`src/hw/rtl/rtsa_pkg.sv`:
```
package rtsa_pkg;

  // Volume limits; the size and layer registers saturate to these.
  localparam int MAX_SIZE   = 512;
  localparam int MAX_LAYERS = 256;

  // Field widths of the channels and registers.
  localparam int COORD_W    = 9;
  localparam int LAYER_W    = 8;
  localparam int IDX_W      = 26;
  localparam int SIZE_CFG_W = 10;
  localparam int LYR_CFG_W  = 9;
  localparam int SHIFT_W    = 11;
  localparam int TRIG_W     = 16;
  localparam int CFG_IDX_W  = 4;
  localparam int CFG_DATA_W = 16;

  // Q1.14 scaling of cosine and sine.
  localparam int QF = 14;

  // Saturation values, clipped to what the registers can hold.
  localparam int SAT_SIZE = (MAX_SIZE > (2**SIZE_CFG_W - 1)) ? (2**SIZE_CFG_W - 1) : MAX_SIZE;
  localparam int SAT_LYR  = (MAX_LAYERS > (2**LYR_CFG_W - 1)) ? (2**LYR_CFG_W - 1) : MAX_LAYERS;

  // Datapath widths.
  localparam int S_W   = SIZE_CFG_W;                        // saturated size
  localparam int L_W   = LYR_CFG_W;                         // saturated layer count
  localparam int X_W   = ((S_W > COORD_W) ? S_W : COORD_W) + 1; // centered coordinate
  localparam int P_W   = X_W + TRIG_W;                      // one rotation product
  localparam int OFF_W = ((S_W > SHIFT_W) ? S_W : SHIFT_W) + 1;
  localparam int NUM_W = P_W + 3;                           // rotated sum before rounding
  localparam int Q_W   = NUM_W - QF + 1;                    // rounded coordinate
  localparam int A_W   = 2 * S_W + 1;                       // row-level partial index
  localparam int B_W   = (S_W > L_W) ? S_W : L_W;           // second stride
  localparam int IP_W  = A_W + B_W + 1;                     // full index before truncation

  // Rounding bias, rounded coordinates are biased then shifted down.
  localparam logic [NUM_W:0] BIAS_POS = (NUM_W+1)'(2**(QF-1));
  localparam logic [NUM_W:0] BIAS_NEG = (NUM_W+1)'(2**(QF-1) - 1);

  // Register map of the configuration channel.
  localparam logic [CFG_IDX_W-1:0] REG_SIZE   = CFG_IDX_W'(0);
  localparam logic [CFG_IDX_W-1:0] REG_LAYERS = CFG_IDX_W'(1);
  localparam logic [CFG_IDX_W-1:0] REG_SHIFTX = CFG_IDX_W'(2);
  localparam logic [CFG_IDX_W-1:0] REG_SHIFTY = CFG_IDX_W'(3);
  localparam logic [CFG_IDX_W-1:0] REG_COS    = CFG_IDX_W'(4);
  localparam logic [CFG_IDX_W-1:0] REG_SIN    = CFG_IDX_W'(5);
  localparam logic [CFG_IDX_W-1:0] REG_LAYOUT = CFG_IDX_W'(6);
  localparam logic [CFG_IDX_W-1:0] REG_FLOOR  = CFG_IDX_W'(7);

  // Memory layouts.
  localparam logic LAYOUT_INTERLEAVED = 1'b0;
  localparam logic LAYOUT_SLICED      = 1'b1;

endpackage

```
`src/hw/rtl/rtsa_if.sv`:
```
interface rtsa_in_if;
  import rtsa_pkg::*;
  logic               valid;
  logic               ready;
  logic [COORD_W-1:0] coord_i;
  logic [COORD_W-1:0] coord_j;
  logic [LAYER_W-1:0] layer;
  modport source (output valid, output coord_i, output coord_j, output layer, input ready);
  modport sink   (input valid, input coord_i, input coord_j, input layer, output ready);
endinterface

interface rtsa_out_if;
  import rtsa_pkg::*;
  logic             valid;
  logic             ready;
  logic [IDX_W-1:0] source_index;
  logic             outside;
  modport source (output valid, output source_index, output outside, input ready);
  modport sink   (input valid, input source_index, input outside, output ready);
endinterface

interface rtsa_cfg_if;
  import rtsa_pkg::*;
  logic                  valid;
  logic                  ready;
  logic [CFG_IDX_W-1:0]  index;
  logic [CFG_DATA_W-1:0] data;
  modport source (output valid, output index, output data, input ready);
  modport sink   (input valid, input index, input data, output ready);
endinterface

```
`src/hw/rtl/rotate_translate_source_address.sv`:
```
// Nearest-neighbor rotation/translation source address generator. Each transfer on in_ch
// carries a destination voxel (coord_i, coord_j, layer); the block rotates the in-plane point
// about the slice center with the Q1.14 cosine and sine registers, subtracts shift_x/shift_y,
// rounds half away from zero (or floors when floor_mode is set) and returns the linear source
// buffer index in the selected layout, or outside=1 with index 0 when the point or layer falls
// outside the volume. Throughput is one item per clock while out_ch takes results; each
// input transfer passes through the six-stage datapath (center, four rotation products,
// sums, rounding, range check with first index multiply-add, second index multiply-add),
// whose first stage loads at the input transfer edge. Every stage advances on its own, so
// bubbles are squeezed out and in_ch keeps taking items while a finished result waits on
// out_ch until every stage is full. cfg_ch is always ready; write registers only while no
// item is in flight. The reset state is size 512, 256 layers, no shift, identity rotation,
// interleaved layout and round-half-away mode.
module rotate_translate_source_address (
  input  logic      clk,
  input  logic      rst_n,
  rtsa_in_if.sink   in_ch,
  rtsa_out_if.source out_ch,
  rtsa_cfg_if.sink  cfg_ch
);
  import rtsa_pkg::*;

  localparam int NSTG = 6;

  // ---------------------------------------------------------------------------------------
  // Configuration registers
  // ---------------------------------------------------------------------------------------
  logic [SIZE_CFG_W-1:0]     size_r;
  logic [LYR_CFG_W-1:0]      layers_r;
  logic signed [SHIFT_W-1:0] shift_x_r;
  logic signed [SHIFT_W-1:0] shift_y_r;
  logic signed [TRIG_W-1:0]  cos_r;
  logic signed [TRIG_W-1:0]  sin_r;
  logic                      layout_r;
  logic                      floor_r;

  assign cfg_ch.ready = 1'b1;

  // Decode the register index; drop writes beyond the map.
  always_ff @(posedge clk) begin
    if (!rst_n) begin
      size_r    <= SIZE_CFG_W'(512);
      layers_r  <= LYR_CFG_W'(256);
      shift_x_r <= '0;
      shift_y_r <= '0;
      cos_r     <= TRIG_W'(16384);
      sin_r     <= '0;
      layout_r  <= LAYOUT_INTERLEAVED;
      floor_r   <= 1'b0;
    end else if (cfg_ch.valid && cfg_ch.ready) begin
      unique case (cfg_ch.index)
        REG_SIZE:   size_r    <= cfg_ch.data[SIZE_CFG_W-1:0];
        REG_LAYERS: layers_r  <= cfg_ch.data[LYR_CFG_W-1:0];
        REG_SHIFTX: shift_x_r <= cfg_ch.data[SHIFT_W-1:0];
        REG_SHIFTY: shift_y_r <= cfg_ch.data[SHIFT_W-1:0];
        REG_COS:    cos_r     <= cfg_ch.data[TRIG_W-1:0];
        REG_SIN:    sin_r     <= cfg_ch.data[TRIG_W-1:0];
        REG_LAYOUT: layout_r  <= cfg_ch.data[0];
        REG_FLOOR:  floor_r   <= cfg_ch.data[0];
        default: ;
      endcase
    end
  end

  // Saturated size and layer count, slice center.
  logic [S_W-1:0]   s_sat;
  logic [L_W-1:0]   l_sat;
  logic [S_W-2:0]   center;

  assign s_sat  = (size_r > S_W'(SAT_SIZE)) ? S_W'(SAT_SIZE) : size_r;
  assign l_sat  = (layers_r > L_W'(SAT_LYR)) ? L_W'(SAT_LYR) : layers_r;
  assign center = s_sat[S_W-1:1];

  // ---------------------------------------------------------------------------------------
  // Stage handshake: a stage loads when it is empty or its content moves on.
  // ---------------------------------------------------------------------------------------
  logic [NSTG-1:0] v_r;
  logic [NSTG-1:0] v_nxt;
  logic [NSTG-1:0] adv;

  always_comb begin
    adv[NSTG-1] = !v_r[NSTG-1] || out_ch.ready;
    for (int i = NSTG - 2; i >= 0; i--) begin
      adv[i] = !v_r[i] || adv[i+1];
    end
    v_nxt[0] = adv[0] ? in_ch.valid : v_r[0];
    for (int i = 1; i < NSTG; i++) begin
      v_nxt[i] = adv[i] ? v_r[i-1] : v_r[i];
    end
  end

  always_ff @(posedge clk) begin
    if (!rst_n) begin
      v_r <= '0;
    end else begin
      v_r <= v_nxt;
    end
  end

  assign in_ch.ready = adv[0];

  // ---------------------------------------------------------------------------------------
  // Stage 1: move the point to the slice center.
  // ---------------------------------------------------------------------------------------
  logic signed [X_W-1:0] x_r, y_r;
  logic [LAYER_W-1:0]    k1_r;

  always_ff @(posedge clk) begin
    if (adv[0]) begin
      x_r  <= $signed(X_W'(in_ch.coord_i)) - $signed(X_W'(center));
      y_r  <= $signed(X_W'(in_ch.coord_j)) - $signed(X_W'(center));
      k1_r <= in_ch.layer;
    end
  end

  // ---------------------------------------------------------------------------------------
  // Stage 2: the four rotation products.
  // ---------------------------------------------------------------------------------------
  logic signed [P_W-1:0] xc_r, ys_r, xs_r, yc_r;
  logic [LAYER_W-1:0]    k2_r;

  always_ff @(posedge clk) begin
    if (adv[1]) begin
      xc_r <= P_W'(x_r) * P_W'(cos_r);
      ys_r <= P_W'(y_r) * P_W'(sin_r);
      xs_r <= P_W'(x_r) * P_W'(sin_r);
      yc_r <= P_W'(y_r) * P_W'(cos_r);
      k2_r <= k1_r;
    end
  end

  // ---------------------------------------------------------------------------------------
  // Stage 3: combine products and add the scaled center minus shift.
  // ---------------------------------------------------------------------------------------
  logic signed [OFF_W-1:0] off_i, off_j;
  logic signed [NUM_W-1:0] num_i_r, num_j_r;
  logic [LAYER_W-1:0]      k3_r;

  assign off_i = $signed(OFF_W'(center)) - OFF_W'(shift_x_r);
  assign off_j = $signed(OFF_W'(center)) - OFF_W'(shift_y_r);

  always_ff @(posedge clk) begin
    if (adv[2]) begin
      num_i_r <= NUM_W'(xc_r) - NUM_W'(ys_r) + (NUM_W'(off_i) <<< QF);
      num_j_r <= NUM_W'(xs_r) + NUM_W'(yc_r) + (NUM_W'(off_j) <<< QF);
      k3_r    <= k2_r;
    end
  end

  // ---------------------------------------------------------------------------------------
  // Stage 4: round back to whole pixels.
  // ---------------------------------------------------------------------------------------
  logic signed [Q_W-1:0] qi, qj;
  logic signed [Q_W-1:0] ni_r, nj_r;
  logic [LAYER_W-1:0]    k4_r;

  rtsa_quant u_quant_i (.num(num_i_r), .floor_mode(floor_r), .q(qi));
  rtsa_quant u_quant_j (.num(num_j_r), .floor_mode(floor_r), .q(qj));

  always_ff @(posedge clk) begin
    if (adv[3]) begin
      ni_r <= qi;
      nj_r <= qj;
      k4_r <= k3_r;
    end
  end

  // ---------------------------------------------------------------------------------------
  // Stage 5: range check, first multiply-add of the index.
  //   interleaved: (nj*S + ni)*L + k     sliced: (k*S + nj)*S + ni
  // ---------------------------------------------------------------------------------------
  logic           in_vol;
  logic [S_W-1:0] a1, c1;
  logic [A_W-1:0] part_r;
  logic [S_W-1:0] c2_r;
  logic           outside5_r;

  always_comb begin
    in_vol = !ni_r[Q_W-1] && (ni_r < $signed(Q_W'(s_sat)))
          && !nj_r[Q_W-1] && (nj_r < $signed(Q_W'(s_sat)))
          && ((L_W + 1)'(k4_r) < (L_W + 1)'(l_sat));
    if (layout_r == LAYOUT_SLICED) begin
      a1 = S_W'(k4_r);
      c1 = nj_r[S_W-1:0];
    end else begin
      a1 = nj_r[S_W-1:0];
      c1 = ni_r[S_W-1:0];
    end
  end

  always_ff @(posedge clk) begin
    if (adv[4]) begin
      part_r     <= A_W'(a1) * A_W'(s_sat) + A_W'(c1);
      c2_r       <= (layout_r == LAYOUT_SLICED) ? ni_r[S_W-1:0] : S_W'(k4_r);
      outside5_r <= !in_vol;
    end
  end

  // ---------------------------------------------------------------------------------------
  // Stage 6: second multiply-add, output register.
  // ---------------------------------------------------------------------------------------
  logic [B_W-1:0]  b2;
  logic [IP_W-1:0] full_idx;
  logic [IDX_W-1:0] idx_r;
  logic             outside_r;

  assign b2       = (layout_r == LAYOUT_SLICED) ? B_W'(s_sat) : B_W'(l_sat);
  assign full_idx = IP_W'(part_r) * IP_W'(b2) + IP_W'(c2_r);

  always_ff @(posedge clk) begin
    if (adv[5]) begin
      idx_r     <= outside5_r ? '0 : IDX_W'(full_idx);
      outside_r <= outside5_r;
    end
  end

  assign out_ch.valid        = v_r[NSTG-1];
  assign out_ch.source_index = idx_r;
  assign out_ch.outside      = outside_r;

  // ---------------------------------------------------------------------------------------
  // Assertions
  // ---------------------------------------------------------------------------------------
  logic in_xfer, out_xfer;

  assign in_xfer  = in_ch.valid && in_ch.ready;
  assign out_xfer = out_ch.valid && out_ch.ready;

  // Items in the pipeline change only by transfers on either side.
  a_occupancy: assert property (@(posedge clk) disable iff (!rst_n)
    $past(rst_n) |-> ($countones(v_r) ==
      $countones($past(v_r)) + int'($past(in_xfer)) - int'($past(out_xfer))))
    else $error("pipeline occupancy does not match transfers");

  // A full pipeline with a stalled output takes no new item.
  a_full_stall: assert property (@(posedge clk) disable iff (!rst_n)
    (&v_r) && !out_ch.ready |-> !in_ch.ready)
    else $error("input taken while pipeline full and stalled");

  // A new result on the output came out of the first multiply-add stage.
  a_out_origin: assert property (@(posedge clk) disable iff (!rst_n)
    $past(rst_n) && $rose(out_ch.valid) |-> $past(v_r[NSTG-2]))
    else $error("result appeared without an item in the stage before");

endmodule

```
`src/hw/rtl/rtsa_quant.sv`:
```
module rtsa_quant (
  input  logic signed [rtsa_pkg::NUM_W-1:0] num,
  input  logic                              floor_mode,
  output logic signed [rtsa_pkg::Q_W-1:0]   q
);
  import rtsa_pkg::*;

  logic [NUM_W:0]        bias;
  logic signed [NUM_W:0] biased;

  // Floor takes no bias; half away from zero biases negatives one short of a half.
  always_comb begin
    if (floor_mode) begin
      bias = '0;
    end else if (num[NUM_W-1]) begin
      bias = BIAS_NEG;
    end else begin
      bias = BIAS_POS;
    end
    biased = $signed((NUM_W+1)'(num)) + $signed(bias);
  end

  assign q = biased[NUM_W:QF];

endmodule

```
`src/flat_wrapper.sv`:
```
// flat-port wrapper written by rule: the top's interface ports become plain ports
module rotate_translate_source_address_flat import rtsa_pkg::*;
  (clk, rst_n, in_ch_valid, in_ch_coord_i, in_ch_coord_j, in_ch_layer, in_ch_ready, out_ch_valid, out_ch_source_index, out_ch_outside, out_ch_ready, cfg_ch_valid, cfg_ch_index, cfg_ch_data, cfg_ch_ready);
  rtsa_in_if in_ch_i ();
  rtsa_out_if out_ch_i ();
  rtsa_cfg_if cfg_ch_i ();
  input  logic clk;
  input  logic rst_n;
  input wire logic [$bits(in_ch_i.valid)-1:0] in_ch_valid;
  input wire logic [$bits(in_ch_i.coord_i)-1:0] in_ch_coord_i;
  input wire logic [$bits(in_ch_i.coord_j)-1:0] in_ch_coord_j;
  input wire logic [$bits(in_ch_i.layer)-1:0] in_ch_layer;
  output wire logic [$bits(in_ch_i.ready)-1:0] in_ch_ready;
  output wire logic [$bits(out_ch_i.valid)-1:0] out_ch_valid;
  output wire logic [$bits(out_ch_i.source_index)-1:0] out_ch_source_index;
  output wire logic [$bits(out_ch_i.outside)-1:0] out_ch_outside;
  input wire logic [$bits(out_ch_i.ready)-1:0] out_ch_ready;
  input wire logic [$bits(cfg_ch_i.valid)-1:0] cfg_ch_valid;
  input wire logic [$bits(cfg_ch_i.index)-1:0] cfg_ch_index;
  input wire logic [$bits(cfg_ch_i.data)-1:0] cfg_ch_data;
  output wire logic [$bits(cfg_ch_i.ready)-1:0] cfg_ch_ready;
  assign in_ch_i.valid = in_ch_valid;
  assign in_ch_i.coord_i = in_ch_coord_i;
  assign in_ch_i.coord_j = in_ch_coord_j;
  assign in_ch_i.layer = in_ch_layer;
  assign in_ch_ready = in_ch_i.ready;
  assign out_ch_valid = out_ch_i.valid;
  assign out_ch_source_index = out_ch_i.source_index;
  assign out_ch_outside = out_ch_i.outside;
  assign out_ch_i.ready = out_ch_ready;
  assign cfg_ch_i.valid = cfg_ch_valid;
  assign cfg_ch_i.index = cfg_ch_index;
  assign cfg_ch_i.data = cfg_ch_data;
  assign cfg_ch_ready = cfg_ch_i.ready;
  rotate_translate_source_address u_core (.clk(clk), .rst_n(rst_n), .in_ch(in_ch_i), .out_ch(out_ch_i), .cfg_ch(cfg_ch_i));
endmodule
```
`config.mk`:
```
export PLATFORM = sky130hd
export DESIGN_NAME = rotate_translate_source_address_flat
export DESIGN_NICKNAME = d
export VERILOG_FILES = /design/src/hw/rtl/rtsa_pkg.sv /design/src/hw/rtl/rtsa_if.sv /design/src/hw/rtl/rotate_translate_source_address.sv /design/src/hw/rtl/rtsa_quant.sv /design/src/flat_wrapper.sv
export SDC_FILE = /design/constraint.sdc
export NUM_CORES = 2
export LEC_CHECK = 0
export BUFFER_PORTS_ARGS = -buffer_cell sky130_fd_sc_hd__buf_2
export CAP_MARGIN = 15
export CELL_PAD_IN_SITES_DETAIL_PLACEMENT = 0
export CELL_PAD_IN_SITES_GLOBAL_PLACEMENT = 2
export CORE_ASPECT_RATIO = 1.25
export CORE_MARGIN = 5
export CORE_UTILIZATION = 47
export DETAILED_ROUTE_END_ITERATION = 7
export PLACE_DENSITY = 0.91
export SLEW_MARGIN = 40
export SYNTH_ARGS = -nofsm -noshare
export SYNTH_HDL_FRONTEND = slang
export SYNTH_SLANG_ARGS = --single-unit
export TNS_END_PERCENT = 30
```
`constraint.sdc`:
```
create_clock -name clk -period 9.6 [get_ports clk]
set_clock_uncertainty 0.05 [all_clocks]
set_input_delay 0.96 -clock clk [delete_from_list [all_inputs] [get_ports clk]]
set_output_delay 0.96 -clock clk [all_outputs]
set_load 0.01 [all_outputs]
```
==> results.py <==
metrics = {
    "worst_setup_path": {
        "cp.arrival_ns": 8.05,
        "critical_path_class": "reg2reg",
        "path_delay_family": "adder cells",
        "crit_path_frequent_cell": "fa_1",
        "worstPathBufferInverterCount": 3,
        "end_kind": "flop",
        "cp_slowest_stage_delay_ns": 0.67,
        "cp_slowest_cell": "a2111oi_1",
        "crit_required_ns": 10.04,
        "startpoint_type": "flop",
        "path_max_fanout": 20,
        "cp_cell_sequence": "or4_1 > o41ai_2 > and2_1 > nand2_1 > o21ai_4 > nand2_1 > fa_1 > inv_1 > fa_1 > fa_1 > fa_1 > inv_1 > fa_1 > inv_1 > ha_1 > and2_1 > nor3b_1 > a21oi_1 > a2111oi_1 > nor2_1 > a21oi_1 > nand4_1 > a21o_1 > a21oi_1",
    },
    "global_route": {
        "grt_usage_pct": 23.7,
        "grt_overflow": 0,
        "grt_max_degree": 82,
        "grt_pass1_wl_mm": 218,
        "antenna_found_initial": 3,
        "grt_pass1_vias": 39000,
    },
    "clock_network": {
        "cts_buffers": 49,
        "cts_tree": "yes",
        "cts_resized": 0,
        "insertion_delay_ns": 0.66,
        "cts-root-buf": "clkbuf_16",
        "clk_pin_slew_ns": 0.06,
        "cts_setup_buffers": 0,
        "hold_buffers": 0,
        "cts.sinks": 388,
        "htree_levels": 2,
        "clk_path_buf_depth": 3,
    },
    "yosys": {
        "synth_area_leader_cell": "fa_1",
        "ys_async_sr_fraction_pct": 0,
        "synth_top_family_by_area": "adder cells",
        "ys_seq_elements": 388,
        "synthAdderAreaFrac_pct": 43.9,
        "synth_compound_area_share_pct": 6.62,
        "syn_area_sq_um": 52100,
        "syn_area_per_cell_sq_um": 9.85,
        "syn_nets": 6683,
        "synth_ff_type": "edfxtp_1",
        "yosysSeqAreaShare_pct": 20.8,
        "synth_mux_area_share_pct": 1.65,
        "yosysTopAreaCellShare_pct": 31.2,
        "ys_types": 79,
        "yosys.area_share.simple_pct": 14.7,
        "synth_xor_xnor_area_share_pct": 4.05,
        "synth_edf_count": 307,
        "yosysWarnings": 0,
        "synth.area.top_cells": "fa_1 31%, edfxtp_1 18%, ha_1 13%, inv_1 6.7%, nand2_1 4.6%",
        "synth_cells": 5290,
    },
    "status": {
        "status": "finished, final reports clean",
    },
    "finish": {
        "fin_nets": 6684,
        "multi_input_area_sq_um": 37000,
        "syn_to_final_growth_pct": 7.28,
        "drive_gt1_share_pct": 5.63,
        "nFillCells": 10100,
        "seq_area_sq_um": 10800,
    },
    "sta": {
        "min_period_over_period_pct": 79.2,
        "slew_headroom_pct": 40.2,
        "setup_viol": 0,
        "tightest_slew_ns": 0.896,
        "hold_viol_final": 0,
        "timing.final.max_slew_violations": 0,
        "finalCriticalPeriod_ns": 7.61,
        "worst_slack_ns": 1.99,
        "fmax_mhz": 131,
        "rsz0062_at_grt": "false",
        "setup_tns_ns": 0,
    },
    "floorplan": {
        "core.rowCount": 136,
        "dieWidth_microns": 308,
        "start_util_pct": 47.3,
        "die_y_microns": 382,
        "io_pins": 81,
        "core_region_area_sq_um": 110000,
        "dieArea_sq_um": 118000,
    },
    "routing": {
        "dr.first_iter.drc_count": 1815,
        "vias": 36000,
        "wl_per_cell_microns": 20.1,
        "drc": 0,
        "ant_nets": 0,
        "wirelength_mm": 136,
        "first_pass_iters": 5,
        "vias_per_cell": 5.31,
    },
    "placed_design": {
        "dp_hpwl_mm": 108,
        "post-place-ws_ns": 2.10,
        "io_buffers": 79,
        "gp_congestion": 0.887,
    },
    "run": {
        "cap_violations": 0,
    },
    "pwr": {
        "ir_drop_uv": 151,
        "p_leak_nw": 25.9,
        "powerDensity_nw_per_um2": 166,
    },
    "min_path": {
        "hold_class": "reg2reg",
    },
}
## placed cells by master (no fill, tap or decap), types with 22 or more instances in the layout
cell type | synthesis | routed
a21boi_0 | 44 | 44
a21o_1 | 53 | 53
a21oi_1 | 158 | 158
and2_1 | 358 | 358
and3_1 | 30 | 30
buf_2 | 6 | 79
buf_4 | 2 | 68
clkbuf_16 | 0 | 50
dfxtp_1 | 81 | 77
edfxtp_1 | 307 | 307
fa_1 | 811 | 811
ha_1 | 531 | 531
inv_1 | 931 | 929
mux2_2 | 22 | 22
mux2i_1 | 60 | 60
nand2_1 | 636 | 635
nand2b_1 | 102 | 101
nand3_1 | 47 | 46
nor2_1 | 185 | 184
nor2b_1 | 88 | 86
nor3_1 | 44 | 43
o21a_1 | 38 | 38
o21ai_0 | 113 | 109
o21bai_1 | 23 | 23
xnor2_1 | 189 | 189
xor2_1 | 52 | 52
## metal layers
layer  share of wire [%]  up-vias  global-route usage, %
li1                    -    16700                      -
met5                   0        -                      0
met2                  53      794                   45.1
met1                  37    18300                   26.7
met4                 5.2        0                   10.0
met3                 4.0      302                   2.64
## cells by family (layout without fill, tap and decap cells)
group,after synthesis,in the layout
simple gates,1563,1563
mux,83,83
buf+inv,1134,1176
flops,388,388
other cells,1,3
compound gates,538,538
fa+ha+maj,1342,1342
xor+xnor,241,241
## worst register-to-register path, stage by stage (launching register included)
cell	delay, ns
dfxtp_1	0.34
or4_1	0.55
o41ai_2	0.42
and2_1	0.46
nand2_1	0.17
o21ai_4	0.29
nand2_1	0.18
fa_1	0.51
inv_1	0.06
fa_1	0.55
fa_1	0.45
fa_1	0.49
inv_1	0.05
fa_1	0.47
inv_1	0.04
ha_1	0.34
and2_1	0.19
nor3b_1	0.21
a21oi_1	0.19
a2111oi_1	0.67
nor2_1	0.12
a21oi_1	0.22
nand4_1	0.15
a21o_1	0.19
a21oi_1	0.11
## power breakdown
group	switching (mW)	internal, mW	total (mW)
Clock	0.842	1.17	2.01
Combinational	2.47	1.83	4.30
Sequential	0.520	2.44	2.96
Total	3.83	5.43	9.26
## stage by stage
step                std cells  hold WS (ns)  power [mW]  util (%)  instance area [sq um]
finish                   6783         0.369        9.26      50.8                  55900
global route             6782         0.366        9.97      50.8                  55900
floorplan                5290         0.350        5.95         -                  52100
CTS                      6780         0.369        9.35      50.7                  55900
global placement         6686         0.364        7.25      49.1                  54100
detailed placement       6688         0.361        7.31      49.2                  54100
## flip-flops by register name, indices dropped and copies added, names as in the netlist, 21 cells and up
signal and count:
u_core.out_ch.source_index 26, u_core.part_r 21, u_core.xc_r 26, u_core.ys_r 26, u_core.xs_r 26, u_core.num_i_r 29, u_core.num_j_r 29, u_core.yc_r 26
## Yosys cell counts (all sizes together), types with 7 or more instances
| library cell | number |
|---|---|
| a211oi | 16 |
| a21boi | 44 |
| a21o | 53 |
| a21oi | 159 |
| a31oi | 18 |
| and2 | 359 |
| and3 | 31 |
| buf | 29 |
| clkbuf | 172 |
| dfxtp | 81 |
| edfxtp | 307 |
| fa | 811 |
| ha | 531 |
| inv | 932 |
| mux2 | 22 |
| mux2i | 61 |
| nand2 | 636 |
| nand2b | 102 |
| nand3 | 47 |
| nand4 | 15 |
| nor2 | 185 |
| nor2b | 88 |
| nor3 | 45 |
| nor3b | 9 |
| nor4 | 7 |
| o2111ai | 8 |
| o211ai | 12 |
| o21a | 38 |
| o21ai | 120 |
| o21bai | 23 |
| or3 | 11 |
| xnor2 | 189 |
| xor2 | 52 |
## worst paths after layout
path / start / to / slack [ns] / depth (start not counted)
setup / recovery: u_core.size_r[5] / u_core.out_ch.source_index[25] / 1.99 / 24
hold / removal: u_core.k2_r[7] / u_core.k3_r[7] / 0.37 / 0
setup reg to reg: u_core.size_r[5] / u_core.out_ch.source_index[25] / 1.99 / 24
hold reg to reg: u_core.k2_r[7] / u_core.k3_r[7] / 0.37 / 0
## layout make-up
| class | instances | share of cell area [%] |
|---|---|---|
| inverters | 933 | 6.27 |
| diodes | 2 | 0.00895 |
| repair buffers | 151 | 1.72 |
| multi-input cells | 3768 | 66.3 |
| flip-flops and latches | 388 | 19.4 |
| clock buffers | 53 | 2.28 |
| clock inverters | 39 | 0.806 |
| well taps | 1449 | 3.24 |
(Power assumes the default switching activity.)
